`src/sv/nwrd_pkg.sv`:
```
// Shared types and constants of the nonwear run detector.
package nwrd_pkg;

  // Saturating epoch index and run length width
  localparam int unsigned IdxBits    = 24;
  localparam int unsigned CountBits  = 16;
  localparam int unsigned WinBits    = 12;
  localparam int unsigned TolBits    = 8;
  localparam int unsigned CfgIdxBits = 2;
  localparam int unsigned CfgBits    = 16;
  localparam int unsigned OutBits    = 56;

  // Result queue geometry
  localparam int unsigned QDepth   = 4;
  localparam int unsigned QPtrBits = 2;
  localparam int unsigned QCntBits = 3;

  localparam logic [IdxBits-1:0] IdxMax = {IdxBits{1'b1}};

  // Configuration register indexes
  typedef enum logic [CfgIdxBits-1:0] {
    CFG_WINDOW    = 2'd0,
    CFG_TOLERANCE = 2'd1,
    CFG_CEILING   = 2'd2,
    CFG_NEIGHBOUR = 2'd3
  } cfg_reg_e;

  // One closed run as it travels to the output
  typedef struct packed {
    logic               last;
    logic               nonwear;
    logic [IdxBits-1:0] run_length;
    logic [IdxBits-1:0] run_start;
  } res_t;

  // Pushes from the run logic into the result queue
  typedef struct packed {
    logic push0;
    logic push1;
  } qpush_t;

endpackage

```
`src/sv/nwrd_out_fifo.sv`:
```
// Result queue: takes up to two results a cycle, hands out one per transfer.
module nwrd_out_fifo
  import nwrd_pkg::*;
(
  input  logic   clk_i,
  input  logic   rst_ni,
  input  qpush_t push_i,
  input  res_t   res0_i,
  input  res_t   res1_i,
  output logic   room_o,
  output logic   valid_o,
  input  logic   ready_i,
  output res_t   head_o
);

  res_t                mem_q [QDepth];
  logic [QPtrBits-1:0] wr_ptr_q, wr_ptr_d;
  logic [QPtrBits-1:0] rd_ptr_q, rd_ptr_d;
  logic [QCntBits-1:0] cnt_q, cnt_d;
  logic                pop;
  logic [QPtrBits-1:0] wr_ptr_nx;

  assign pop       = valid_o && ready_i;
  assign valid_o   = (cnt_q != '0);
  assign room_o    = (cnt_q <= QCntBits'(QDepth - 2));
  assign head_o    = mem_q[rd_ptr_q];
  assign wr_ptr_nx = wr_ptr_q + QPtrBits'(1);

  // Advance pointers and fill count
  always_comb begin
    wr_ptr_d = wr_ptr_q + QPtrBits'(push_i.push0) + QPtrBits'(push_i.push1);
    rd_ptr_d = rd_ptr_q + QPtrBits'(pop);
    cnt_d    = cnt_q + QCntBits'(push_i.push0) + QCntBits'(push_i.push1)
               - QCntBits'(pop);
  end

  always_ff @(posedge clk_i or negedge rst_ni) begin
    if (!rst_ni) begin
      wr_ptr_q <= '0;
      rd_ptr_q <= '0;
      cnt_q    <= '0;
    end else begin
      wr_ptr_q <= wr_ptr_d;
      rd_ptr_q <= rd_ptr_d;
      cnt_q    <= cnt_d;
    end
  end

  // Store results in order
  always_ff @(posedge clk_i) begin
    if (push_i.push0) begin
      mem_q[wr_ptr_q] <= res0_i;
    end
    if (push_i.push1) begin
      mem_q[wr_ptr_nx] <= res1_i;
    end
  end

  a_cnt_bound: assert property (@(posedge clk_i) disable iff (!rst_ni)
    cnt_q <= QCntBits'(QDepth))
    else $error("result queue overfilled");

  a_push_room: assert property (@(posedge clk_i) disable iff (!rst_ni)
    (push_i.push0 || push_i.push1) |-> room_o)
    else $error("push into queue without room");

  a_push_order: assert property (@(posedge clk_i) disable iff (!rst_ni)
    push_i.push1 |-> push_i.push0)
    else $error("second result pushed without first");

endmodule

```
`src/sv/nonwear_run_detector.sv`:
```
// Top level: groups epoch counts into quiet runs and reports each closed run.
//
// Channel   Direction  Contents
// s_axis    in         tdata[15:0] count, tlast final_epoch
// m_axis    out        tdata[23:0] run_start, [47:24] run_length, [48] nonwear;
//                      tlast last_of_item
// cfg       in         write enable, register index, data (no read-back)
//
// One epoch is taken per cycle while s_axis_tready is high; the run counters
// update in the cycle of the transfer and closed runs enter a four-entry result queue.
// An epoch that closes two runs puts two results in the queue; s_axis_tready
// stays high while at least two queue slots are free.
// Results leave one per m_axis transfer; a stall on m_axis fills the queue and
// then holds s_axis_tready low.
// Reset clears counters, queue and registers to their defaults at once.
module nonwear_run_detector
  import nwrd_pkg::*;
(
  input  logic                  clk_i,
  input  logic                  rst_ni,
  input  logic                  s_axis_tvalid,
  output logic                  s_axis_tready,
  input  logic [CountBits-1:0]  s_axis_tdata,   // count
  input  logic                  s_axis_tlast,   // final_epoch
  output logic                  m_axis_tvalid,
  input  logic                  m_axis_tready,
  output logic [OutBits-1:0]    m_axis_tdata,   // run_start, run_length, nonwear, pad
  output logic                  m_axis_tlast,   // last_of_item
  input  logic                  cfg_we_i,
  input  logic [CfgIdxBits-1:0] cfg_idx_i,
  input  logic [CfgBits-1:0]    cfg_data_i
);

  // Configuration registers
  logic [WinBits-1:0]   window_q;
  logic [TolBits-1:0]   tol_q;
  logic [CountBits-1:0] ceil_q;
  logic                 nbr_q;

  // Run state
  logic [IdxBits-1:0] epoch_q, epoch_d;
  logic [IdxBits-1:0] start_q, start_d;
  logic [IdxBits-1:0] len_q, len_d;
  logic [TolBits-1:0] spike_q, spike_d;

  logic   accept;
  qpush_t push;
  res_t   res0, res1, head;

  assign accept = s_axis_tvalid && s_axis_tready;

  // Nonwear verdict for a run of the given length
  function automatic logic verdict(input logic [IdxBits-1:0] len,
                                   input logic spike_end,
                                   input logic [WinBits-1:0] win,
                                   input logic [TolBits-1:0] tol,
                                   input logic nbr);
    logic signed [IdxBits+1:0] have;
    logic signed [IdxBits+1:0] need;
    have = $signed({2'b00, len}) - $signed((IdxBits+2)'(spike_end));
    need = $signed((IdxBits+2)'(win)) - $signed((IdxBits+2)'(tol));
    return (have >= need) && !(nbr && spike_end);
  endfunction

  // Write configuration registers
  always_ff @(posedge clk_i or negedge rst_ni) begin
    if (!rst_ni) begin
      window_q <= WinBits'(60);
      tol_q    <= TolBits'(2);
      ceil_q   <= CountBits'(100);
      nbr_q    <= 1'b0;
    end else if (cfg_we_i) begin
      unique case (cfg_reg_e'(cfg_idx_i))
        CFG_WINDOW:    window_q <= cfg_data_i[WinBits-1:0];
        CFG_TOLERANCE: tol_q    <= cfg_data_i[TolBits-1:0];
        CFG_CEILING:   ceil_q   <= cfg_data_i;
        CFG_NEIGHBOUR: nbr_q    <= cfg_data_i[0];
        default: ;
      endcase
    end
  end

  // Classify the epoch, extend or close the open run
  always_comb begin
    logic               low;
    logic [TolBits:0]   spike_inc;
    logic               take;
    logic               close_a;
    logic               close_b;
    logic [IdxBits-1:0] len_a;
    logic [IdxBits-1:0] start_a;
    res_t               ra, rb;

    epoch_d   = epoch_q;
    start_d   = start_q;
    len_d     = len_q;
    spike_d   = spike_q;
    low       = (s_axis_tdata <= ceil_q);
    spike_inc = {1'b0, spike_q} + (TolBits+1)'(1);
    take      = 1'b0;
    close_a   = 1'b0;
    close_b   = 1'b0;
    ra        = '0;
    rb        = '0;
    len_a     = len_q;
    start_a   = start_q;

    if (low) begin
      if (s_axis_tdata != '0) begin
        if (spike_inc > {1'b0, tol_q}) begin
          // spike too long: close without it, maybe restart on it
          close_a = (len_q != '0);
          ra      = '{last: 1'b0,
                      nonwear: verdict(len_q, 1'b0, window_q, tol_q, nbr_q),
                      run_length: len_q, run_start: start_q};
          len_a   = close_a ? '0 : len_q;
          take    = (tol_q != '0);
          spike_d = (tol_q != '0) ? TolBits'(1) : '0;
        end else begin
          spike_d = spike_inc[TolBits-1:0];
          take    = 1'b1;
        end
      end else begin
        spike_d = '0;
        take    = 1'b1;
      end
      if (take) begin
        if (len_a == '0) begin
          start_a = epoch_q;
          len_a   = IdxBits'(1);
        end else if (len_a != IdxMax) begin
          len_a = len_a + IdxBits'(1);
        end
      end
      // final epoch closes whatever is open
      if (s_axis_tlast && (len_a != '0)) begin
        close_b = 1'b1;
        rb      = '{last: 1'b1,
                    nonwear: verdict(len_a, 1'b0, window_q, tol_q, nbr_q),
                    run_length: len_a, run_start: start_a};
        len_a   = '0;
        spike_d = '0;
      end
    end else begin
      // high count closes the open run
      close_a = (len_q != '0);
      ra      = '{last: 1'b0,
                  nonwear: verdict(len_q, spike_q != '0, window_q, tol_q, nbr_q),
                  run_length: len_q, run_start: start_q};
      len_a   = '0;
      spike_d = '0;
    end

    // Order the results: the earlier one goes first
    push.push0 = 1'b0;
    push.push1 = 1'b0;
    res0       = ra;
    res1       = rb;
    if (accept) begin
      epoch_d = (epoch_q != IdxMax) ? epoch_q + IdxBits'(1) : epoch_q;
      start_d = start_a;
      len_d   = len_a;
      if (close_a) begin
        push.push0 = 1'b1;
        push.push1 = close_b;
        res0.last  = !close_b;
      end else begin
        push.push0 = close_b;
        res0       = rb;
      end
    end else begin
      spike_d = spike_q;
    end
  end

  always_ff @(posedge clk_i or negedge rst_ni) begin
    if (!rst_ni) begin
      epoch_q <= '0;
      start_q <= '0;
      len_q   <= '0;
      spike_q <= '0;
    end else begin
      epoch_q <= epoch_d;
      start_q <= start_d;
      len_q   <= len_d;
      spike_q <= spike_d;
    end
  end

  nwrd_out_fifo u_out_fifo (
    .clk_i   (clk_i),
    .rst_ni  (rst_ni),
    .push_i  (push),
    .res0_i  (res0),
    .res1_i  (res1),
    .room_o  (s_axis_tready),
    .valid_o (m_axis_tvalid),
    .ready_i (m_axis_tready),
    .head_o  (head)
  );

  // Pack the queue head onto the output bus
  assign m_axis_tdata = {(OutBits - 2*IdxBits - 1)'(0), head.nonwear,
                         head.run_length, head.run_start};
  assign m_axis_tlast = head.last;

  a_spike_in_run: assert property (@(posedge clk_i) disable iff (!rst_ni)
    (len_q == '0) |-> (spike_q == '0))
    else $error("spike length held with no open run");

  a_final_closes: assert property (@(posedge clk_i) disable iff (!rst_ni)
    (accept && s_axis_tlast) |=> (len_q == '0))
    else $error("final epoch left a run open");

  a_out_hold: assert property (@(posedge clk_i) disable iff (!rst_ni)
    (m_axis_tvalid && !m_axis_tready) |=>
      (m_axis_tvalid && $stable(m_axis_tdata) && $stable(m_axis_tlast)))
    else $error("result changed while stalled");

endmodule

```
`config.mk`:
```
export PLATFORM = sky130hd
export DESIGN_NAME = nonwear_run_detector
export DESIGN_NICKNAME = d
export VERILOG_FILES = /design/src/sv/nwrd_pkg.sv /design/src/sv/nwrd_out_fifo.sv /design/src/sv/nonwear_run_detector.sv
export SDC_FILE = /design/constraint.sdc
export NUM_CORES = 1
export LEC_CHECK = 0
export BUFFER_PORTS_ARGS = -buffer_cell sky130_fd_sc_hd__clkbuf_2
export CAP_MARGIN = 5
export CORE_MARGIN = 3
export CORE_UTILIZATION = 62
export CTS_CLUSTER_SIZE = 14
export DETAILED_ROUTE_END_ITERATION = 12
export GPL_TIMING_DRIVEN = 0
export PLACE_DENSITY = 0.81
export SLEW_MARGIN = 30
export SYNTH_ARGS = -nofsm -noshare
export SYNTH_HDL_FRONTEND = slang
export SYNTH_SLANG_ARGS = --single-unit
```
`constraint.sdc`:
```
create_clock -name clk_i -period 9.5 [get_ports clk_i]
set_input_delay 1.425 -clock clk_i [delete_from_list [all_inputs] [get_ports clk_i]]
set_output_delay 1.425 -clock clk_i [all_outputs]
set_load 0.02 [all_outputs]
```
# After elaboration in Yosys (flattened, before gate mapping)
# Memory sizes are Yosys's and may differ from the RTL's.
# Index checks and enable logic that the tools add are counted.
dict set report totals {
  reg_bits 124
  n_memories 1
  mem_bits_rw 200
  output_inout_bits 59
}
dict set report classes {
  order_cmp 6
  mux 40
  add_sub_neg 12
  n_eq_ne 5
  n_reduce_logical 21
}
# name depth width read_ports rd_clocked_by_memory_dff write_ports line_no
set mem_list {}
lappend mem_list {u_out_fifo.mem_q 4 50 1 0 2 nwrd_out_fifo.sv:16} ;# res_t mem_q [QDepth];
# cell count
set ops {}
lappend ops {{$mux 24} 12}
lappend ops {{$mux 50} 4}
lappend ops {{$mux 49} 3}
lappend ops {{$ge 25x13->1} 3}
lappend ops {{$add 24x1->24 const B} 2}
lappend ops {{$ne 24x24->1 const B} 2}
lappend ops {{$reduce_bool 24->1} 2}
lappend ops {{$mux 8} 4}
lappend ops {{$sub 24x1->25} 1}
lappend ops {{$logic_not 24->1} 1}
lappend ops {{$le 16x16->1} 1}
lappend ops {{$mux 1} 16}
lappend ops {{$reduce_bool 16->1} 1}
lappend ops {{$reduce_bool 8->1} 2}
lappend ops {{$sub 12x8->13} 1}
lappend ops {{$reduce_and 2->1} 6}
lappend ops {{$add 8x1->9 const B} 1}
lappend ops {{$gt 9x8->1} 1}
lappend ops {{$add 2x1->2} 3}
lappend ops {{$add 3x1->3} 2}
lappend ops {{$logic_and 1x1->1} 5}
lappend ops {{$eq 2x2->1 const B} 2}
lappend ops {{$le 3x2->1 const B} 1}
lappend ops {{$reduce_bool 3->1} 1}
lappend ops {{other kinds (6)} 7}

# Longest topological paths before layout
# Gate-level depths: netlist of run 1.
dict set report logic_depth {
  word_depth 19
  mapped_depth 33
  depth_no_buf 30
}

# Hierarchy
# From an unflattened synthesis of run 1, not the netlist that was laid out.
dict set report hier_totals {
  cells_unflattened 1699
  area_unflattened_um2 20211.9
}
# module n_inst cells_each seq_area_each_um2 area_per_inst_um2
set by_module_without_submodules {}
lappend by_module_without_submodules {nonwear_run_detector 1 1180 2937.8 10239.8}
lappend by_module_without_submodules {nwrd_out_fifo 1 519 6180.9 9972.1}

# Worst setup path after synthesis of run 1
# No wires, ideal clock.
dict set report synth_path {
  kind {input port to flip-flop}
  start {input s_axis_tdata[10]}
  end {memory u_out_fifo.mem_q[0][10] (netlist name), data pin}
  path_stages 27
  setup_ns 0.133
  path_buffers 4
  t_arrival_ns 7.068
  slack_ns 2.299
  t_required_ns 9.367
  path_cell_list {nor4_1 -> nand4_1 -> o21ai_0 -> clkbuf_1 -> nand2_1 -> inv_1 -> ha_1 -> and3_1 -> nand4_4 -> o311ai_0 -> xnor2_1 -> nor4_2 -> a31oi_1 -> a2111oi_2 -> or4b_1 -> buf_4 -> nand2_1 -> inv_1 -> ha_1 -> nand2_1 -> inv_1 -> and3_1 -> clkbuf_1 -> a211oi_1 -> a41o_1 -> buf_2 -> a32o_1}
}
# element line_no
set synth_lines {}
lappend synth_lines {{start, declared} nonwear_run_detector.sv:23} ;# input logic [CountBits-1:0] s_axis_tdata,
lappend synth_lines {{end, declared} nwrd_out_fifo.sv:16}

==> out/metrics.csv, run 1 <==
stage;metric;value;unit
sta;Slew @ Worst Pin;931;ps
critical_path;buffers and inverters on the worst path;5;
detailed_routing;ANT nets after route;0;
logic_synthesis;Post-synth EDFFs;200;
floorplanning;total core area;0.0302;mm²
detailed_routing;per-cell routed wire length;25.2;µm
critical_path;CP Capture Type;flip-flop;
detailed_routing;detailed-route via count;15200;
logic_synthesis;area share of the largest cell type after synthesis;31.1;%
logic_synthesis;Yosys reg bits;324;
placed_design;routability cong.;0.972;
power_and_ir_drop;pwr dens;254;mW/mm²
floorplanning;initial core utilization;63.9;%
sta;Tmin final;9080;ps
power_and_ir_drop;Total Power;5.50;mW
logic_synthesis;Syn Std Cell Area;0.0193;mm²
floorplanning;FP Rows;63;
sta;RSZ-0062 raised after global routing;false;
clocking;H-tree depth;2;
critical_path;Worst path slowest cell;a21oi_1;
placed_design;HPWL after DPL;39.2;mm
detailed_routing;Vias/cell;6.97;
sta;Max Fclk;0.110;GHz
detailed_routing;DRC violations left;0;
global_routing;gr usage total;33.1;%
placed_design;I/O Buffers;91;
logic_synthesis;top cells by area, synth;edfxtp_1, dfrtp_1, ha_1, mux4_2, a32o_1;
logic_synthesis;Post-synth ARST share;38.3;%
global_routing;global-route wire length before repair;86.1;mm
clocking;Num CTS Buffers;35;
final_layout;Nets;1935;
detailed_routing;final wirelength;55.1;mm
critical_path;crit path max fanout;10;
final_layout;synth-to-layout area growth;11.9;%
logic_synthesis;Syn Area/Cell;11.8;µm²
logic_synthesis;synthesis warning total;0;
global_routing;GR Overflow Total;0;
clocking;clk_lat worst skew;530;ps
logic_synthesis;register area share after synthesis;47.2;%
worst_hold_path;Hold Crit Class;reg2reg;
final_layout;diodes inserted;0;
power_and_ir_drop;LEAKAGE;8.65;nW
clocking;clock sink count;324;
final_layout;share of layout cells above drive strength 1;19.7;%
sta;Pins Over Slew Limit;0;
critical_path;startpoint types;flip-flop;
critical_path;Worst EP required;9740;ps
detailed_routing;Iter 0 DRT Violations;1752;
sta;Final Hold Fails;0;
critical_path;Arrival @ worst endpoint;9320;ps
sta;Setup Skew;21.0;ps
clocking;TritonCTS clock tree;done;
critical_path;max incr delay on CP;680;ps
global_routing;antenna violations before repair;1;
logic_synthesis;most common flop cell mapped by yosys;edfxtp_1;
sta;worst relative slew slack;37.7;%
job;maxcap violations;0;
floorplanning;chip width;182;µm
detailed_routing;DRT Pass-1 Iters;5;
global_routing;number of global-route vias before repair;15300;
sta;setup_tns;0;ps
global_routing;largest net degree at the start of global routing;79;
logic_synthesis;Post-Syn Instances;1631;
critical_path;WS Path Type;reg2reg;
outcome;outcome;complete, no violations;
clocking;CTS max path bufs;3;
logic_synthesis;Synth cell types;73;
logic_synthesis;leading area contributor after synthesis;edfxtp_1;
floorplanning;die height;182;µm
clocking;clock-pin slew on the worst setup and hold paths;60;ps
floorplanning;io pins;99;
sta;period utilization;95.6;%
sta;Final Setup Violations;0;
clocking;# Post-CTS Setup Buffers;0;
critical_path;CP top delay family;compound AO/OA/AOI/OAI gates;
power_and_ir_drop;Peak VDD IR;0.140;mV
floorplanning;DIE AREA;0.0333;mm²
clocking;CTS root buf;clkbuf_16;
-- final timing paths --
| path | start | endpoint | slack, ps | cells past startpoint |
|---|---|---|---|---|
| max | spike_q[2] | u_out_fifo.mem_q[1][26] | 420 | 29 |
| max reg2reg | spike_q[2] | u_out_fifo.mem_q[1][26] | 420 | 29 |
| max in group asynchronous | rst_ni | ceil_q[6] | 7890 | 2 |
| min | ceil_q[9] | ceil_q[9] | 510 | 1 |
| min reg2reg | ceil_q[9] | ceil_q[9] | 510 | 1 |
| min in group asynchronous | rst_ni | start_q[11] | 840 | 1 |
-- layout by cell type (no fill, tap or decap), types with 8 or more instances in the layout --
cell / n
edfxtp_1: 200
ha_1: 119
dfrtp_1: 116
clkbuf_2: 98
nand2_1: 90
inv_1: 86
clkbuf_1: 78
a22o_1: 76
a32o_1: 74
nor2_1: 61
mux2_2: 61
o21ai_0: 53
mux4_2: 50
xnor2_1: 49
nand3_1: 46
nand4_1: 41
a21oi_1: 37
clkbuf_16: 35
a21o_1: 28
xor2_1: 27
nor4_1: 26
nor3_1: 25
o2bb2ai_1: 24
buf_2: 23
and3_1: 17
o21a_1: 17
a31o_2: 14
nor2b_1: 11
and4_1: 10
buf_4: 9
buf_1: 9
or3_1: 8
and2_1: 8
a31oi_1: 8
dfstp_2: 8
-- per-layer routing --
metal  share of wire [%]  GRT usage, %
met1                  40          45.2
met2                  48          53.9
met3                 9.5          6.38
met4                 3.1          11.0
met5               0.036             0
-- worst register-to-register path: cells and delay by family, from the launching register on --
family,cells,cell delay (ps)
DFF,1,480
muxes,1,190
xor gates and xnor gates,1,180
adders and majority gates,3,830
AOI/OAI and AO/OA,8,2810
buffers and inverters,5,1840
and+or+nand+nor,11,2470
-- repair_timing --
| action | 4_1_cts | 5_1_grt |
|---|---|---|
| endpoints found under the setup margin | 0 | 94 |
| gates resized for setup | 0 | 7 |
| hold buffers | 0 | 0 |
-- state kept, by name, summed over array words and instances, names as in the netlist --
name                 cells
spike_q                  8
ceil_q                  16
window_q                12
u_out_fifo.mem_q       200
start_q                 24
u_out_fifo.cnt_q         3
len_q                   24
tol_q                    8
epoch_q                 24
u_out_fifo.wr_ptr_q      2
nbr_q                    1
u_out_fifo.rd_ptr_q      2
-- Yosys cell counts (all sizes together) (9+ instances only) --
library cell	instances
nor4	32
o21ai	58
xnor2	49
a211oi	9
ha	119
a32o	74
inv	86
nor2	61
o21a	17
a31oi	10
mux4	50
buf	45
o2bb2ai	24
a21o	30
nand3	46
nor2b	11
a21oi	37
nand4	42
dfrtp	116
nor3	27
a31o	16
nand2	90
xor2	27
and2	10
a22o	76
edfxtp	200
clkbuf	81
and4	10
and3	17
mux2	61
-- layout make-up --
cell class	instances	area [µm²]
multi-input combinational	1100	9390
sequential	324	9120
fill	2107	8580
clock buffer	41	918
timing repair buffer	98	604
buffer	126	574
tap	390	488
inverter	87	327
clock inverter	21	188
-- where the power goes --
part | leakage, nW | switching [mW] | internal [mW]
Sequential | 3.39 | 0.0725 | 1.65
Clock | 0.542 | 0.580 | 0.756
Combinational | 4.71 | 1.55 | 0.880
-- cells by family (layout without fill, tap and decap cells) --
group           after synthesis  count (layout)  synth area share, %
compound gates              402             402                 16.5
simple gates                375             375                 10.3
flops                       324             324                 47.2
buf+inv                     213             373                 4.61
fa+ha+maj                   123             123                 8.13
mux                         117             117                 9.70
xor+xnor                     76              76                 3.45
other cells                   1               7               0.0194
-- stage by stage --
stage          area (µm²)  setup WS, ps  utilization [%]  hold WS [ps]  instances
2_1_floorplan       19300          2300                -           477       1637
3_3_place_gp        20300          -402             67.1           484       2118
3_5_place_dp        20500           163             67.8           498       2125
4_1_cts             21600           227             71.5           511       2187
5_1_grt             21600          26.8             71.6           527       2187
6_report            21600           423             71.6           511       2187
(Power assumes the default switching activity.)
==> run 2, diff against run 1 <==
--- a/config.mk
+++ b/config.mk
@@ -13,6 +13,7 @@
 export DETAILED_ROUTE_END_ITERATION = 12
 export GPL_TIMING_DRIVEN = 0
 export PLACE_DENSITY = 0.81
+export RECOVER_POWER = 25
 export SLEW_MARGIN = 30
 export SYNTH_ARGS = -nofsm -noshare
 export SYNTH_HDL_FRONTEND = slang
==> run 2 against run 1 <==
Compared with the run above: the flow now finishes with violations (capacitance limit, slew limit); global-route usage is the same; cell count did not move; setup slack lost 16 ps; wire length fell by 0.24%; worst hold slack about the same; total power fell by 0.18%; via count is 0.43% lower; utilization down 0.13 points; fmax fell by 0.17%; clock power about the same; non-clock buffer count unchanged; sequential power barely moved; critical endpoint is now u_out_fifo.mem_q[0][18].
==> out/metrics.csv, run 2 (synthesized netlist as in run 1, its figures left out) <==
stage;metric;value;unit;change
global_routing;number of global-route vias before repair;15300;;unchanged
critical_path;Worst EP required;9880;ps;+140 ps
global_routing;GR Overflow Total;0;;unchanged
floorplanning;DIE AREA;0.0333;mm²;unchanged
final_layout;largest register by flop count;u_out_fifo.mem_q;;
detailed_routing;ANT nets after route;0;;unchanged
clocking;TritonCTS clock tree;done;;
placed_design;I/O Buffers;91;;unchanged
placed_design;DP Cell Count;2125;;unchanged
placed_design;HPWL after DPL;39.2;mm;unchanged
power_and_ir_drop;LEAKAGE;8.62;nW;-0.35%
critical_path;Worst path slowest cell;a21oi_1;;
final_layout;fin area;0.0216;mm²;-0.18%
sta;Final Hold Fails;0;;unchanged
critical_path;Worst R2R Path Depth;32;;+10%
global_routing;antenna violations before repair;1;;unchanged
power_and_ir_drop;Clock power frac;24.3;%;about the same
critical_path;crit path max fanout;10;;unchanged
sta;Final Setup Violations;0;;unchanged
sta;Slew @ Worst Pin;4380;ps;+3450 ps
power_and_ir_drop;Reg power frac;31.5;%;about the same
job;maxcap violations;2;;+2
critical_path;max incr delay on CP;690;ps;about the same
final_layout;final cell count without fillers;2187;;unchanged
critical_path;startpoint types;flip-flop;;
power_and_ir_drop;Peak VDD IR;0.140;mV;about the same
clocking;Num CTS Buffers;35;;unchanged
floorplanning;io pins;99;;unchanged
floorplanning;initial core utilization;63.9;%;unchanged
detailed_routing;DRT Pass-1 Iters;6;;+1
critical_path;cell mode on critical path;and3_1;;
power_and_ir_drop;P_int;3.29;mW;about the same
detailed_routing;DRC violations left;0;;unchanged
worst_hold_path;hold path depth;1;;unchanged
critical_path;Arrival @ worst endpoint;9470;ps;+150 ps
final_layout;max reg flops;200;;unchanged
sta;Pins Over Slew Limit;127;;+127
final_layout;Nets;1935;;unchanged
critical_path;critical path depth;32;;+10%
sta;Tmin final;9090;ps;+15.9 ps
global_routing;largest net degree at the start of global routing;79;;unchanged
final_layout;most frequent cells in the layout;edfxtp_1, ha_1, dfrtp_1;;
power_and_ir_drop;Comb power frac;44.2;%;about the same
detailed_routing;detailed-route via count;15200;;-0.43%
global_routing;global-route wire length before repair;86.1;mm;unchanged
worst_hold_path;Hold Crit Class;reg2reg;;
sta;period utilization;95.7;%;+0.17 points
sta;worst relative slew slack;-192;%;-230 points
clocking;CTS root buf;clkbuf_16;;
clocking;clock-pin slew on the worst setup and hold paths;60;ps;about the same
outcome;outcome;finished with violations;;
detailed_routing;final wirelength;55.0;mm;-0.24%
power_and_ir_drop;pwr dens;254;mW/mm²;about the same
floorplanning;total core area;0.0302;mm²;unchanged
floorplanning;chip width;182;µm;unchanged
placed_design;Post-DP Area;0.0205;mm²;unchanged
clocking;Hold-fix buffers, CTS;0;;unchanged
power_and_ir_drop;Total Power;5.49;mW;-0.18%
final_layout;synth-to-layout area growth;11.7;%;
sta;final hold slack;511;ps;-0.0660 ps
global_routing;gr usage total;33.1;%;unchanged
detailed_routing;Vias/cell;6.94;;-0.43%
final_layout;Finished Core Util;71.4;%;-0.13 points
clocking;CTS max path bufs;3;;unchanged
critical_path;WS Path Type;reg2reg;;
floorplanning;FP Rows;63;;unchanged
critical_path;CP Capture Type;flip-flop;;
clocking;H-tree depth;2;;unchanged
final_layout;commonest non-fill, non-tap cell in the layout;edfxtp_1;;
outcome;violated checks;capacitance limit, slew limit;;
sta;Setup Skew;22.6;ps;+1.65 ps
detailed_routing;Iter 0 DRT Violations;1770;;+1.0%
placed_design;routability cong.;0.972;;unchanged
clocking;clk_lat worst skew;530;ps;about the same
detailed_routing;per-cell routed wire length;25.2;µm;-0.24%
power_and_ir_drop;Switching Fraction;40.1;%;-0.055 points
power_and_ir_drop;switching pwr;2.20;mW;-0.31%
sta;RSZ-0062 raised after global routing;false;;
clocking;# resized after CTS;0;;unchanged
final_layout;share of layout cells above drive strength 1;19.4;%;-0.33 points
final_layout;diodes inserted;0;;unchanged
floorplanning;die height;182;µm;unchanged
clocking;clock sink count;324;;unchanged
critical_path;buffers and inverters on the worst path;6;;+1
sta;Max Fclk;0.110;GHz;-0.17%
critical_path;CP top delay family;compound AO/OA/AOI/OAI gates;;
clocking;# Post-CTS Setup Buffers;0;;unchanged
[run 2: metal layers]
layer  vias to the layer above  global-route usage, %  wire, µm
li1                       6642                      -         -
met1                      7520                   45.2     21900
met2                       865                   53.9     26100
met3                       142                   6.38      5280
met4                         2                   11.0      1720
met5                         -                      0        20
[run 2: cell type report]
| class | instances | area, µm² |
|---|---|---|
| Clock buffer | 41 | 918 |
| Buffer | 126 | 574 |
| Timing Repair Buffer | 98 | 566 |
| Multi-Input combinational cell | 1100 | 9390 |
| Tap cell | 390 | 488 |
| Inverter | 87 | 327 |
| Clock inverter | 21 | 188 |
| Fill cell | 2109 | 8620 |
| Sequential cell | 324 | 9120 |
[run 2: power by group through the flow]
stage                     combinational, mW  sequential, mW  clock (mW)
after floorplan                        1.66            1.73           0
after CTS                              2.40            1.73        1.34
after global routing                   2.63            1.74        1.39
final                                  2.43            1.73        1.33
after detailed placement               2.38            1.75           0
after global placement                 2.29            1.75           0
[run 2: path summary, 6_finish.rpt]
path                            startpoint                      end  slack (ps)
worst max-delay path            spike_q[2]  u_out_fifo.mem_q[0][18]         410
worst min-delay path             ceil_q[9]                ceil_q[9]         510
worst max register to register  spike_q[2]  u_out_fifo.mem_q[0][18]         410
worst min register to register   ceil_q[9]                ceil_q[9]         510
max in group asynchronous           rst_ni                len_q[21]        2520
min in group asynchronous           rst_ni              start_q[11]        1750
[run 2: per-stage QoR]
step	setup slack [ps]	setup TNS [ps]
after floorplan	2300	0
after global placement	-402	-54930
after detailed placement	163	0
after CTS	227	0
after global routing	26.9	0
final	407	0
